==> config.mk <==
export PLATFORM = sky130hd
export DESIGN_NAME = bbr_cell
export DESIGN_NICKNAME = d
export VERILOG_FILES = /design/src/sv/bbr_pkg.sv /design/src/sv/bbr_cell.sv
export SDC_FILE = /design/constraint.sdc
export NUM_CORES = 1
export LEC_CHECK = 0
export ABC_CLOCK_PERIOD_IN_PS = 1000
export BUFFER_PORTS_ARGS = -buffer_cell sky130_fd_sc_hd__buf_2
export CAP_MARGIN = 15
export CORE_UTILIZATION = 44
export DETAILED_ROUTE_END_ITERATION = 6
export GPL_TIMING_DRIVEN = 0
export PLACE_DENSITY = 0.79
export SLEW_MARGIN = 20
export SYNTH_ARGS = -nofsm -noshare
export SYNTH_HDL_FRONTEND = slang
export SYNTH_SLANG_ARGS = --single-unit
export TNS_END_PERCENT = 100
==> constraint.sdc <==
create_clock -name clk_i -period 1 [get_ports clk_i]
set_input_delay 0.1 -clock clk_i [delete_from_list [all_inputs] [get_ports clk_i]]
set_output_delay 0.1 -clock clk_i [all_outputs]
set_load 0.01 [all_outputs]
==> src/sv/bbr_pkg.sv <==
package bbr_pkg;

  localparam int MAX_ROW_BYTES = 4096;
  localparam int MAX_ROWS      = 4096;
  localparam int PAD_BYTES     = 6;
  localparam int STORE_DEPTH   = MAX_ROW_BYTES + PAD_BYTES;
  localparam int ADDR_W        = $clog2(STORE_DEPTH);
  localparam int POS_W         = 13;
  localparam int CFG_W         = 13;
  localparam int WIN_COLS      = 7;
  localparam int TAP_MID       = WIN_COLS / 2;
  localparam int TAP_NEW       = WIN_COLS - 1;
  localparam int SUM_W         = 12;

  // floor(sum * 111 / 1000) == (sum * RECIP) >> RECIP_SHIFT for every sum up to 9*255
  localparam int RECIP_SHIFT   = 20;
  localparam int RECIP_W       = 17;
  localparam logic [RECIP_W-1:0] RECIP = 17'd116392;
  localparam int PROD_W        = SUM_W + RECIP_W;

  localparam logic [CFG_W-1:0] RESET_ROW_BYTES = 13'd3;
  localparam logic [CFG_W-1:0] RESET_ROW_COUNT = 13'd1;

  localparam logic REG_ROW_BYTES = 1'b0;
  localparam logic REG_ROW_COUNT = 1'b1;

  // two stored rows at one column
  typedef struct packed {
    logic [7:0] up;
    logic [7:0] mid;
  } pair_t;

  // one window column: upper, middle and current row
  typedef struct packed {
    logic [7:0] up;
    logic [7:0] mid;
    logic [7:0] cur;
  } col_t;

endpackage

==> src/sv/bbr_cell.sv <==
module bbr_cell import bbr_pkg::*; (
  input  logic clk_i,
  input  logic rst_ni,
  input  logic shift_i,
  input  col_t col_i,
  output col_t col_o
);

  col_t col_q;

  always_ff @(posedge clk_i or negedge rst_ni) begin
    if (!rst_ni) begin
      col_q <= '0;
    end else if (shift_i) begin
      col_q <= col_i;
    end
  end

  assign col_o = col_q;

endmodule

==> out/metrics.csv <==
stage,metric,value,unit
floorplanning,FP Rows,16,
cells_and_area,Largest register FFs,24,
setup_path,critical path capture point type,primary output,
global_routing,first-pass GRT wire length,3284,um
placement,Place WS,0.1967,ns
status,outcome,"finished, final reports clean",
setup_path,"Critical Path, Cell by Cell",buf_2,
drt,M1 wire length,841,um
drt,Vias/cell,4.548,
global_routing,total gr overflow,0,
cells_and_area,Seq. cell area,600.6,um2
global_routing,GRT Overall Usage,18.36,%
setup_path,"Data required, critical path",0.90,ns
drt,highest routed metal layer,met4,
synthesis,Synth area leader,dfrtp_1,
placement,IO buf count,49,
cells_and_area,design area,1573,um2
clock_tree,H-tree levels,1,
timing,crit share post-route,96.87,%
setup_path,slowest cell on the critical path,dfrtp_1,
timing,Tightest Pin Transition,0.5078,ns
drt,DRT iter0 DRCs,1,
power_and_ir_drop,VDD IR max,0.001305,V
timing,fmax,1032,MHz
setup_path,Critical Path AT,0.87,ns
cells_and_area,share of layout cells above drive strength 1,68.46,%
floorplanning,die area,2461,um2
hold_path,worst min path class,input pin to flip-flop,
clock_tree,CTS Sinks,24,
timing,final setup violation count,0,
global_routing,vias in the first global route,670,
clock_tree,clk root buf,clkbuf_4,
power_and_ir_drop,Leak,0.8232,nW
synthesis,"Distinct cells, synth",5,
synthesis,syn_nets,78,
synthesis,top cell type's share of synthesized area,60.23,%
clock_tree,clock-pin slew on the worst setup and hold paths,0.13,ns
cells_and_area,Layout fillers,136,
timing,clock skew,0,ns
synthesis,area of the mapped netlist,997.2,um2
clock_tree,"Clk Latency, worst-skew pair",0.31,ns
cells_and_area,Multi-input gate area,345.3,um2
power_and_ir_drop,power per cell area,1488,nW/um2
run,maximum capacitance violations,0,
global_routing,largest net degree at the start of global routing,25,
drt,final WL,2163,um
timing,Slew headroom,66.15,%
cells_and_area,Syn-to-layout area delta,57.72,%
timing,Fin. Hold Viols,0,
timing,hold_ws,0.01353,ns
placement,DP HPWL,1384,um
cells_and_area,# nets final,158,
floorplanning,area of the core,2042,um2
setup_path,crit start category,flip-flop,
timing,Max Slew Vio Count,0,
drt,drc violations,0,
synthesis,"FF+latch count, synth",24,
cells_and_area,n_diodes,0,
synthesis,"Seq/Total Area, Yosys",60.23,%
clock_tree,CTS buffer count,3,
drt,first-pass iteration count of the detailed router,2,
timing,Final WS setup,0.03131,ns
synthesis,Synth warnings,0,
synthesis,Mean Syn Cell Area,19.55,um2
drt,routed via count,714,
synthesis,Mapped Cells,51,
floorplanning,Die X,49.61,um
timing,RSZ-0062 raised after global routing,yes,
drt,DR WL met3,97,um
floorplanning,Initial Util,48.84,%
floorplanning,die outline height,49.61,um
drt,Final ANT Viol Nets,0,
setup_path,worst-path fanout max,2,
floorplanning,Top Ports,51,
setup_path,WP buf/inv,1,
placement,placed cell area,1276,um2
placement,gp weighted congestion,0.6258,
timing,Tmin final,0.9687,ns
setup_path,Worst path top cell family by delay,flip-flops,
drt,Met2 Wirelength,1211,um
clock_tree,CTS tree,yes,
setup_path,Max stage delay on crit path,0.42,ns
global_routing,initial antenna violation count,0,
setup_path,CP Class,flip-flop to primary output,
drt,average routed wire per standard cell,13.78,um
clock_tree,clock buffer depth,2,
synthesis,Area contributors post-synth,"dfrtp_1, mux2_4, mux2_2",
-- final timing paths --
kind,start,cells past startpoint,endpoint,slack [ns]
worst max-delay path,col_o[11],1,col_o[11],0.03
worst min-delay path,col_i[15],2,col_o[15],0.01
worst max register to register,col_o[22],2,col_o[22],0.10
worst min register to register,col_o[14],1,col_o[14],0.52
max in group asynchronous,rst_ni,2,col_o[13],0.35
min in group asynchronous,rst_ni,2,col_o[19],0.31
-- what timing repair did --
action / CTS / global route
endpoints found under the hold margin: 29 / 11
buffers inserted: 0 / 9
hold buffers: 6 / 11
gates resized for setup: 0 / 1
endpoints found under the setup margin: 0 / 16
-- placed cells by master, fill, tap and decap left out --
cell type,count
buf_12,2
buf_2,48
buf_4,9
buf_6,2
bufinv_16,1
clkbuf_4,3
dfrtp_1,24
dlygate4sd3_1,17
mux2_2,4
mux2_4,20
-- synthesized netlist by cell type --
master,count
buf_12,2
buf_6,1
dfrtp_1,24
mux2_2,4
mux2_4,20
-- routing by layer --
metal / global-route usage [%] / vias to the layer above
met1: 23.20 / 358
met2: 29.95 / 21
met5: 0 / -
met4: 4.286 / 0
met3: 6.481 / 2
li1: - / 333
-- through the flow --
step / utilization, % / instances / power (mW) / setup TNS [ns]
2_1_floorplan: - / 51 / 1.373 / 0
3_3_place_gp: 62.50 / 127 / 1.545 / 0
3_5_place_dp: 62.50 / 127 / 1.563 / 0
4_1_cts: 68.01 / 137 / 2.279 / 0
5_1_grt: 77.02 / 157 / 2.451 / -0.1683
6_report: 77.02 / 157 / 2.340 / 0
-- cell families after synthesis --
family	share of synthesized area, %
flip-flops	60.23
multiplexers	34.63
buffers and inverters	5.144
-- report_power, final --
part,internal (mW),total [mW],switching (mW)
sequential,1.07,1.12,0.0532
clock,0.405,0.685,0.280
combinational,0.341,0.535,0.194
-- area by class of cell --
class | instances | share of cell area, %
timing repair buffer | 75 | 31.11
clock buffer | 3 | 1.432
buffer | 3 | 3.262
multi-input combinational | 24 | 21.96
sequential | 24 | 38.19
clock inverter | 1 | 1.909
tap | 27 | 2.148
Note: power is estimated with default switching activity, not from simulation.
